[src/hdl/ryuv_pkg.sv]
// ryuv_pkg: shared types, register codes and Q16 color-space constants
// for the RGB to YUV 4:2:0 converter. No dependencies.
`default_nettype none

package ryuv_pkg;

  // Configuration port
  localparam int CFG_IDX_W  = 8;
  localparam int CFG_DATA_W = 13;

  typedef enum logic [CFG_IDX_W-1:0] {
    REG_FRAME_WIDTH  = 8'd0,
    REG_FRAME_HEIGHT = 8'd1
  } cfg_reg_t;

  localparam int WIDTH_RST  = 640;
  localparam int HEIGHT_RST = 360;

  // Index counters
  localparam int LIDX_W = 24;
  localparam int CIDX_W = 22;

  // Q16 sums fit in 26 signed bits for 8-bit inputs
  localparam int SUM_W = 26;

  localparam logic signed [SUM_W-1:0] CY_R   =  26'sd19595;
  localparam logic signed [SUM_W-1:0] CY_G   =  26'sd38470;
  localparam logic signed [SUM_W-1:0] CY_B   =  26'sd7471;
  localparam logic signed [SUM_W-1:0] CU_R   = -26'sd11076;
  localparam logic signed [SUM_W-1:0] CU_G   = -26'sd21692;
  localparam logic signed [SUM_W-1:0] CU_B   =  26'sd32768;
  localparam logic signed [SUM_W-1:0] CV_R   =  26'sd32768;
  localparam logic signed [SUM_W-1:0] CV_G   = -26'sd27460;
  localparam logic signed [SUM_W-1:0] CV_B   = -26'sd5308;
  localparam logic signed [SUM_W-1:0] C_OFS  =  26'sd8388608;  // 128 << 16

  typedef struct packed {
    logic [7:0] blue;
    logic [7:0] green;
    logic [7:0] red;
  } rgb_pix_t;

  typedef struct packed {
    logic [7:0] chroma_v;
    logic [7:0] chroma_u;
    logic [7:0] luma;
  } yuv_t;

  // Negative -> 0, else truncate by 16 and limit to 255
  function automatic logic [7:0] q16_to_byte(input logic signed [SUM_W-1:0] sum);
    logic [SUM_W-17:0] whole;
    begin
      whole = sum[SUM_W-1:16];
      if (sum < 0) begin
        q16_to_byte = 8'd0;
      end else if (whole > (SUM_W-16)'(255)) begin
        q16_to_byte = 8'd255;
      end else begin
        q16_to_byte = whole[7:0];
      end
    end
  endfunction

endpackage

`default_nettype wire

[src/hdl/ryuv_csc.sv]
// ryuv_csc: BT.601 color-space matrix in Q16 with clamp to 8 bits.
// Depends on ryuv_pkg (coefficients, pixel types, q16_to_byte).
`default_nettype none

module ryuv_csc
  import ryuv_pkg::*;
(
  input  rgb_pix_t pix,
  input  logic     keep,   // chroma kept for this pixel
  output yuv_t     yuv
);

  logic signed [SUM_W-1:0] r_s, g_s, b_s;
  logic signed [SUM_W-1:0] y_sum, u_sum, v_sum;

  assign r_s = $signed({{(SUM_W-8){1'b0}}, pix.red});
  assign g_s = $signed({{(SUM_W-8){1'b0}}, pix.green});
  assign b_s = $signed({{(SUM_W-8){1'b0}}, pix.blue});

  assign y_sum = CY_R * r_s + CY_G * g_s + CY_B * b_s;
  assign u_sum = CU_R * r_s + CU_G * g_s + CU_B * b_s + C_OFS;
  assign v_sum = CV_R * r_s + CV_G * g_s + CV_B * b_s + C_OFS;

  always_comb begin
    yuv.luma     = q16_to_byte(y_sum);
    yuv.chroma_u = keep ? q16_to_byte(u_sum) : 8'd0;
    yuv.chroma_v = keep ? q16_to_byte(v_sum) : 8'd0;
  end

endmodule

`default_nettype wire

[src/hdl/rgb_to_yuv420_converter_top.sv]
// rgb_to_yuv420_converter_top: raster RGB pixel in, YUV 4:2:0 word out.
// Depends on ryuv_pkg and ryuv_csc.
//
// Usage:
//  - in_*  : one RGB pixel per word, raster order (tdata = red, green, blue).
//  - out_* : one result word per pixel. tdata carries luma, U, V, the luma
//    plane index and the chroma index; tuser is chroma_valid (even column
//    of an even row); tlast flags the last pixel of the frame.
//  - cfg_* : frame width (index 0) and height (index 1); always ready.
//    Zero reads as 1, values above MAX_WIDTH / MAX_HEIGHT saturate.
//    Write only while no pixel is in flight.
// Path: the input register, then the combinational Q16 matrix into the output
// register, which drives out_*.
// Throughput: one pixel per cycle while out_tready is high; a new pixel is
// taken while a finished word waits on out_tready if the input stage is empty.
// Stall: when out_tready is low the output word holds, the input stage
// fills, and in_tready drops only once both stages hold a word.
// Reset: counters clear, size registers return to 640 x 360, both stages
// go empty.
`default_nettype none

module rgb_to_yuv420_converter_top
  import ryuv_pkg::*;
#(
  parameter int MAX_WIDTH  = 4096,
  parameter int MAX_HEIGHT = 4096
) (
  input  logic                  clk,
  input  logic                  rst_n,

  input  logic                  in_tvalid,
  output logic                  in_tready,
  input  logic [23:0]           in_tdata,    // red[7:0], green[15:8], blue[23:16]

  output logic                  out_tvalid,
  input  logic                  out_tready,
  // luma[7:0], chroma_u[15:8], chroma_v[23:16], luma_index[47:24],
  // chroma_index[69:48], zero pad[71:70]
  output logic [71:0]           out_tdata,
  output logic                  out_tuser,   // chroma_valid
  output logic                  out_tlast,   // frame_end

  input  logic                  cfg_valid,
  output logic                  cfg_ready,
  input  logic [CFG_IDX_W-1:0]  cfg_index,
  input  logic [CFG_DATA_W-1:0] cfg_data
);

  localparam int CW = (MAX_WIDTH  > 1) ? $clog2(MAX_WIDTH)  : 1;
  localparam int RW = (MAX_HEIGHT > 1) ? $clog2(MAX_HEIGHT) : 1;
  localparam logic [CW-1:0] WLAST_MAX = CW'(MAX_WIDTH - 1);
  localparam logic [RW-1:0] HLAST_MAX = RW'(MAX_HEIGHT - 1);
  localparam logic [CW-1:0] WLAST_RST =
    CW'(((WIDTH_RST > MAX_WIDTH) ? MAX_WIDTH : WIDTH_RST) - 1);
  localparam logic [RW-1:0] HLAST_RST =
    RW'(((HEIGHT_RST > MAX_HEIGHT) ? MAX_HEIGHT : HEIGHT_RST) - 1);

  // Size registers hold the last column / row index (effective size - 1)
  logic [CW-1:0] wlast_r, wlast_nxt;
  logic [RW-1:0] hlast_r, hlast_nxt;

  // Position counters
  logic [CW-1:0]     col_r, col_nxt;
  logic [RW-1:0]     row_r, row_nxt;
  logic [LIDX_W-1:0] pix_cnt_r, pix_cnt_nxt;
  logic [CIDX_W-1:0] chr_cnt_r, chr_cnt_nxt;

  // Input stage
  logic              s1_valid_r, s1_valid_nxt;
  rgb_pix_t          s1_pix_r;
  logic              s1_keep_r;
  logic [LIDX_W-1:0] s1_lidx_r;
  logic [CIDX_W-1:0] s1_cidx_r;
  logic              s1_last_r;

  // Output stage
  logic              s2_valid_r, s2_valid_nxt;
  yuv_t              s2_yuv_r;
  logic              s2_keep_r;
  logic [LIDX_W-1:0] s2_lidx_r;
  logic [CIDX_W-1:0] s2_cidx_r;
  logic              s2_last_r;

  logic in_accept, s2_adv;
  logic keep, row_end, last;
  yuv_t csc_yuv;

  // ---------------- configuration ----------------
  assign cfg_ready = 1'b1;

  always_comb begin
    wlast_nxt = wlast_r;
    hlast_nxt = hlast_r;
    if (cfg_valid) begin
      case (cfg_index)
        REG_FRAME_WIDTH: begin
          if (cfg_data == '0) begin
            wlast_nxt = '0;
          end else if (32'(cfg_data) > MAX_WIDTH) begin
            wlast_nxt = WLAST_MAX;
          end else begin
            wlast_nxt = CW'(cfg_data - CFG_DATA_W'(1));
          end
        end
        REG_FRAME_HEIGHT: begin
          if (cfg_data == '0) begin
            hlast_nxt = '0;
          end else if (32'(cfg_data) > MAX_HEIGHT) begin
            hlast_nxt = HLAST_MAX;
          end else begin
            hlast_nxt = RW'(cfg_data - CFG_DATA_W'(1));
          end
        end
        default: begin
          // unknown index: ignored
        end
      endcase
    end
  end

  // ---------------- handshake ----------------
  assign s2_adv    = !s2_valid_r || out_tready;
  assign in_tready = !s1_valid_r || s2_adv;
  assign in_accept = in_tvalid && in_tready;

  always_comb begin
    s1_valid_nxt = s1_valid_r;
    if (in_tready) begin
      s1_valid_nxt = in_tvalid;
    end
    s2_valid_nxt = s2_valid_r;
    if (s2_adv) begin
      s2_valid_nxt = s1_valid_r;
    end
  end

  // ---------------- raster position ----------------
  assign keep    = !col_r[0] && !row_r[0];
  assign row_end = col_r >= wlast_r;
  assign last    = row_end && (row_r >= hlast_r);

  always_comb begin
    col_nxt     = col_r;
    row_nxt     = row_r;
    pix_cnt_nxt = pix_cnt_r;
    chr_cnt_nxt = chr_cnt_r;
    if (in_accept) begin
      pix_cnt_nxt = pix_cnt_r + LIDX_W'(1);
      if (keep) begin
        chr_cnt_nxt = chr_cnt_r + CIDX_W'(1);
      end
      if (row_end) begin
        col_nxt = '0;
        if (last) begin
          row_nxt     = '0;
          pix_cnt_nxt = '0;
          chr_cnt_nxt = '0;
        end else begin
          row_nxt = row_r + RW'(1);
        end
      end else begin
        col_nxt = col_r + CW'(1);
      end
    end
  end

  // Control registers
  always_ff @(posedge clk) begin
    if (!rst_n) begin
      wlast_r    <= WLAST_RST;
      hlast_r    <= HLAST_RST;
      col_r      <= '0;
      row_r      <= '0;
      pix_cnt_r  <= '0;
      chr_cnt_r  <= '0;
      s1_valid_r <= 1'b0;
      s2_valid_r <= 1'b0;
    end else begin
      wlast_r    <= wlast_nxt;
      hlast_r    <= hlast_nxt;
      col_r      <= col_nxt;
      row_r      <= row_nxt;
      pix_cnt_r  <= pix_cnt_nxt;
      chr_cnt_r  <= chr_cnt_nxt;
      s1_valid_r <= s1_valid_nxt;
      s2_valid_r <= s2_valid_nxt;
    end
  end

  // Input stage payload: pixel plus its position info
  always_ff @(posedge clk) begin
    if (in_accept) begin
      s1_pix_r  <= rgb_pix_t'(in_tdata);
      s1_keep_r <= keep;
      s1_lidx_r <= pix_cnt_r;
      s1_cidx_r <= keep ? chr_cnt_r : '0;
      s1_last_r <= last;
    end
  end

  // ---------------- color conversion ----------------
  ryuv_csc u_csc (
    .pix  (s1_pix_r),
    .keep (s1_keep_r),
    .yuv  (csc_yuv)
  );

  // Output stage payload
  always_ff @(posedge clk) begin
    if (s2_adv && s1_valid_r) begin
      s2_yuv_r  <= csc_yuv;
      s2_keep_r <= s1_keep_r;
      s2_lidx_r <= s1_lidx_r;
      s2_cidx_r <= s1_cidx_r;
      s2_last_r <= s1_last_r;
    end
  end

  assign out_tvalid = s2_valid_r;
  assign out_tdata  = {2'b00, s2_cidx_r, s2_lidx_r,
                       s2_yuv_r.chroma_v, s2_yuv_r.chroma_u, s2_yuv_r.luma};
  assign out_tuser  = s2_keep_r;
  assign out_tlast  = s2_last_r;

endmodule

`default_nettype wire

[config.mk]
export PLATFORM = sky130hd
export DESIGN_NAME = rgb_to_yuv420_converter_top
export DESIGN_NICKNAME = d
export VERILOG_FILES = /design/src/hdl/ryuv_pkg.sv /design/src/hdl/ryuv_csc.sv /design/src/hdl/rgb_to_yuv420_converter_top.sv
export SDC_FILE = /design/constraint.sdc
export NUM_CORES = 1
export LEC_CHECK = 0
export BUFFER_PORTS_ARGS = -buffer_cell sky130_fd_sc_hd__buf_4
export CAP_MARGIN = 40
export CORE_MARGIN = 3
export CORE_UTILIZATION = 45
export DETAILED_ROUTE_END_ITERATION = 6
export GPL_ROUTABILITY_DRIVEN = 0
export PLACE_DENSITY = 0.61
export SLEW_MARGIN = 15
export SYNTH_ARGS = -nofsm -noshare
export SYNTH_HDL_FRONTEND = slang
export SYNTH_SLANG_ARGS = --single-unit
[constraint.sdc]
create_clock -name clk -period 6.35 [get_ports clk]
set_input_delay 1.27 -clock clk [delete_from_list [all_inputs] [get_ports clk]]
set_output_delay 1.27 -clock clk [all_outputs]
set_load 0.1 [all_outputs]
==> flow_summary.ini, run 1 <==
[outcome]
status = complete, but fails checks
violations = setup timing

[timing]
period_share_pct = 102
finalSetupViolCount = 23
worst_slack_ps = -139
hold_viol = 0
fmax_mhz = 154
maxSlewHeadroom_pct = 47.9
tightest_slew_ps = 779
rsz0062_at_grt = yes
skew_ps = 20.6
finalMaxSlewViolations = 0
fin_crit_ps = 6490

[drt]
drt-vias-per-instance = 5.13
wirelength_um = 63400
antenna_left = 0
drt_pass1_iterations = 6
route.detailed.drc = 0
wl_per_cell_um = 16.7
vias = 19500
drt_iter0_drc = 743

[setup_path]
cp.required_ps = 6800
crit_start = s1_pix_r[8]
cp-endpoint = out_tdata[22]
rr_worst_depth = 25
cpMostUsedCell = fa_1
max_stage_delay_ps = 550
crit_buf_inv = 6
r2r_slack_ps = -140
path_class = register to register
cp.depth = 25
cp_top_family = adder cells
slowest_stage = fa_1
endpoint_kind = register
reg2reg_from = s1_pix_r[8]
cp.arrival_ps = 6940
crit_fanout = 4
r2r-end = out_tdata[22]
startpoint_type = register

[layout]
areaGrowthSynthToFinish_pct = 22.0
post_route_cells_drive_above_1_share_pct = 20.2
stdcell_count = 3791
stdcell_area_um2 = 31800
nets = 3771

[yosys]
synthFlopType = edfxtp_1
yosysMostFrequentCell = inv_1
yosysTopAreaCell = ha_1
synthCells = 2641
synthTopCellsByCount = 511 x inv_1, 478 x ha_1, 231 x fa_1
synth_cell_types = 81
avgSynthCellArea_um2 = 9.87
syn_area_um2 = 26100
ys_ff_latch = 240
synth_top_area_share_pct = 22.9
synth-edff-count = 144
async_reset_ff_share_pct = 0
netlist_top_cells_area = ha_1 23%, fa_1 18%, edfxtp_1 17%
yosys_warnings = 0
yosysSeqAreaShare_pct = 24.0

[die]
core_area_um2 = 56800
die_h_um = 247
start_util_pct = 45.9
core.rowCount = 87
io-pin-count = 127
fp.dieW_um = 247
dieArea_um2 = 60800

[clock_tree]
cts_sinks = 240
clk_pin_slew_ps = 60
cts_hold_buf = 0
cts_tree = done
cts-htree-levels = 1
clockRootBuffer = clkbuf_16
numCtsBuffers = 28
cts_buffer_depth = 3
clk_latency_ps = 590

[placement]
place_inst = 3697
port_buffers = 123
hpwl_um = 52600
post_dp_cell_area_um2 = 29600

[flow_run]
drv_cap = 0

[global_routing]
grt-ovfl-total = 0
grt_use_total_pct = 21.2
grt_max_degree = 63
antenna_found_initial = 1
grt_pass1_wl_um = 103000
grt_pass1_vias = 20800

[hold_path]
hold_depth = 0
hold_class = register to register
cell type report:
type / instances / area (µm²)
fillers: 4924 / 25000
multi-input cells: 1866 / 18900
flip-flops and latches: 240 / 6250
repair buffers: 365 / 2830
inverters: 511 / 1920
well taps: 756 / 946
clock buffers: 29 / 704
clock inverters: 23 / 249
diodes: 1 / 2.50
how the worst min path moves through the flow:
stage / from / end
final: s1_cidx_r[8] / s2_cidx_r[8]
after detailed placement: s1_lidx_r[14] / s2_lidx_r[14]
after global routing: s1_lidx_r[12] / s2_lidx_r[12]
after floorplan: s1_last_r / out_tlast
after global placement: s1_cidx_r[10] / s2_cidx_r[10]
after CTS: s1_cidx_r[14] / s2_cidx_r[14]
per-layer routing:
metal / up-vias / track usage [%] / wire [µm]
met5: - / 0 / 0
met4: 0 / 8.82 / 2770
met3: 94 / 3.54 / 2750
met2: 272 / 36.9 / 30900
met1: 9497 / 25.9 / 27000
li1: 9602 / - / -
registers in the layout (all words and copies together), names as in the netlist:
name / count
s1_lidx_r: 24
col_r: 12
out_tdata: 24
chr_cnt_r: 22
wlast_r: 12
out_tuser: 1
s1_pix_r: 24
s1_cidx_r: 22
hlast_r: 12
s1_last_r: 1
pix_cnt_r: 24
s1_keep_r: 1
out_tvalid: 1
s2_lidx_r: 24
row_r: 12
out_tlast: 1
s2_cidx_r: 22
s1_valid_r: 1
cells by family (layout without fill, tap and decap cells):
family	after synthesis	count (layout)	share of synthesized area (%)
buf+inv	536	928	7.80
other cells	2	4	0.0288
simple gates	557	557	10.5
flops	240	240	24.0
xor+xnor	211	211	7.09
fa+ha+maj	710	710	40.7
mux	3	3	0.130
compound gates	382	382	9.71
timing repair:
action,CTS,global route
gates resized for setup,65,106
setup buffers,17,23
pin swaps,62,76
endpoints found under the setup margin,24,24
layout by cell type (no fill, tap or decap), types with 51 or more instances in the layout:
cell | netlist | routed
ha_1 | 478 | 438
xor2_1 | 98 | 97
edfxtp_1 | 144 | 144
a21oi_1 | 121 | 103
inv_1 | 511 | 496
a21o_1 | 51 | 51
dfxtp_1 | 96 | 96
fa_1 | 231 | 219
nor2_1 | 166 | 151
buf_4 | 3 | 347
xnor2_1 | 113 | 100
nand2_1 | 108 | 106
per-stage QoR:
stage	util, %	TNS (ps)	setup slack, ps	hold slack, ps
floorplan	-	0	0.438	400
global placement	52.1	-1970	-117	403
detailed placement	52.1	-4400	-255	405
CTS	54.6	-1700	-136	420
global route	56.0	-8220	-398	427
finish	56.0	-1740	-139	418
Power of run 1 is not shown: default switching activity piles up to over one toggle a cycle in this logic, so the estimate is an artifact.
==> inputs of run 2 (changes only) <==
- RECOVER_POWER: unset -> 100
==> run 2 against run 1 <==
Net effect:
- the flow finishes with violations (capacitance limit, slew limit, setup timing)
- die area unchanged
- utilization down 0.70 points
- cell area down 1.3%
- sequential share of layout area up 0.25 points
- register-to-register slack about the same
- cell count unchanged
- clock skew down 3.1 ps
- sequential cell count unchanged
- worst setup slack better by 5.4 ps
==> flow_summary.ini, run 2 (same netlist as run 1, synthesis figures left out) <==
[timing]
rsz0062_at_grt = yes
skew_ps = 17.6
tightest_slew_ps = 2810
fmax_mhz = 154
hold_viol = 0
finalSetupViolCount = 23
fin_crit_ps = 6480
finalMaxSlewViolations = 138
period_share_pct = 102
worst_slack_ps = -134
hold_ws_ps = 418
maxSlewHeadroom_pct = -87.3

[clock_tree]
numCtsBuffers = 28
cts_tree = done
cts-htree-levels = 1
clk_latency_ps = 590
cts_buffer_depth = 3
cts_hold_buf = 0
clk_pin_slew_ps = 60
cts_sinks = 240
clockRootBuffer = clkbuf_16

[die]
dieArea_um2 = 60800
die_h_um = 247
io-pin-count = 127
core_area_um2 = 56800
core.rowCount = 87
start_util_pct = 45.9
fp.dieW_um = 247

[drt]
drt_pass1_iterations = 5
drt-vias-per-instance = 5.13
wl_per_cell_um = 16.7
vias = 19500
drt_iter0_drc = 799
antenna_left = 0
wirelength_um = 63300
route.detailed.drc = 0

[setup_path]
path_class = register to register
crit_fanout = 4
cp.required_ps = 6800
startpoint_type = register
cp.arrival_ps = 6930
endpoint_kind = register

[global_routing]
grt_max_degree = 63
grt-ovfl-total = 0
antenna_found_initial = 1
grt_pass1_wl_um = 103000
grt_use_total_pct = 21.2
grt_pass1_vias = 20800

[outcome]
status = complete, but fails checks
violations = capacitance limit, slew limit, setup timing

[layout]
areaGrowthSynthToFinish_pct = 20.5
post_route_cells_drive_above_1_share_pct = 17.1
multi_input_area_um2 = 18900
nets = 3771
stdcell_count = 3791
final_cell_mix = 496 x inv_1, 438 x ha_1, 243 x buf_4
fillers = 5005
register_area_um2 = 6250
final_common_cell = inv_1

[placement]
port_buffers = 123
place_inst = 3697
hpwl_um = 52600
pre_cts_slack_ps = -255

[flow_run]
drv_cap = 3

[hold_path]
hold_class = register to register
-- run 2: worst max-delay path: stages (launching register included) --
cell	delay (ps)
edfxtp_1	470
buf_6	160
fa_2	470
buf_6	150
buf_4	130
ha_1	330
inv_1	60
fa_1	490
fa_1	550
inv_1	40
ha_1	200
or3_1	360
a211oi_2	190
nor3_2	90
a31o_2	290
xnor2_2	160
fa_1	520
inv_2	50
ha_4	260
nand4_1	90
a21oi_2	210
o2111ai_4	170
a311oi_2	290
nor3_1	80
nand3b_1	250
o21ba_2	300
-- run 2: worst paths after layout --
kind	cells past startpoint	startpoint	slack, ps	end
worst max-delay path	25	s1_pix_r[8]	-130	out_tdata[22]
worst min-delay path	0	s1_cidx_r[8]	420	s2_cidx_r[8]
worst max register to register	25	s1_pix_r[8]	-130	out_tdata[22]
worst min register to register	0	s1_cidx_r[8]	420	s2_cidx_r[8]
-- run 2: layout make-up --
type,count,area share (%)
antenna,1,0.00797
timing repair buffer,365,7.87
tap,756,3.01
inverter,511,6.11
clock buffer,29,2.24
multi-input combinational,1866,60.1
clock inverter,23,0.793
sequential,240,19.9
-- run 2: repair_timing --
item,in CTS,in global routing
pin swaps,62,76
gates resized for setup,65,106
setup buffers,17,23
setup endpoints to repair,24,24
-- run 2: routing by layer --
layer / track usage [%] / share of wire (%)
met5: 0 / 0
met4: 8.82 / 4.2
met3: 3.54 / 4.3
met2: 36.9 / 49
met1: 25.9 / 43
-- run 2: through the flow --
step	TNS, ps	utilization, %	instance area [µm²]
finish	-1820	55.3	31400
global route	-8220	55.3	31400
detailed placement	-4400	52.1	29600
global placement	-1970	52.1	29600
floorplan	0	-	26300
CTS	-1700	54.6	31000
Power of run 2 is left out for the same reason.
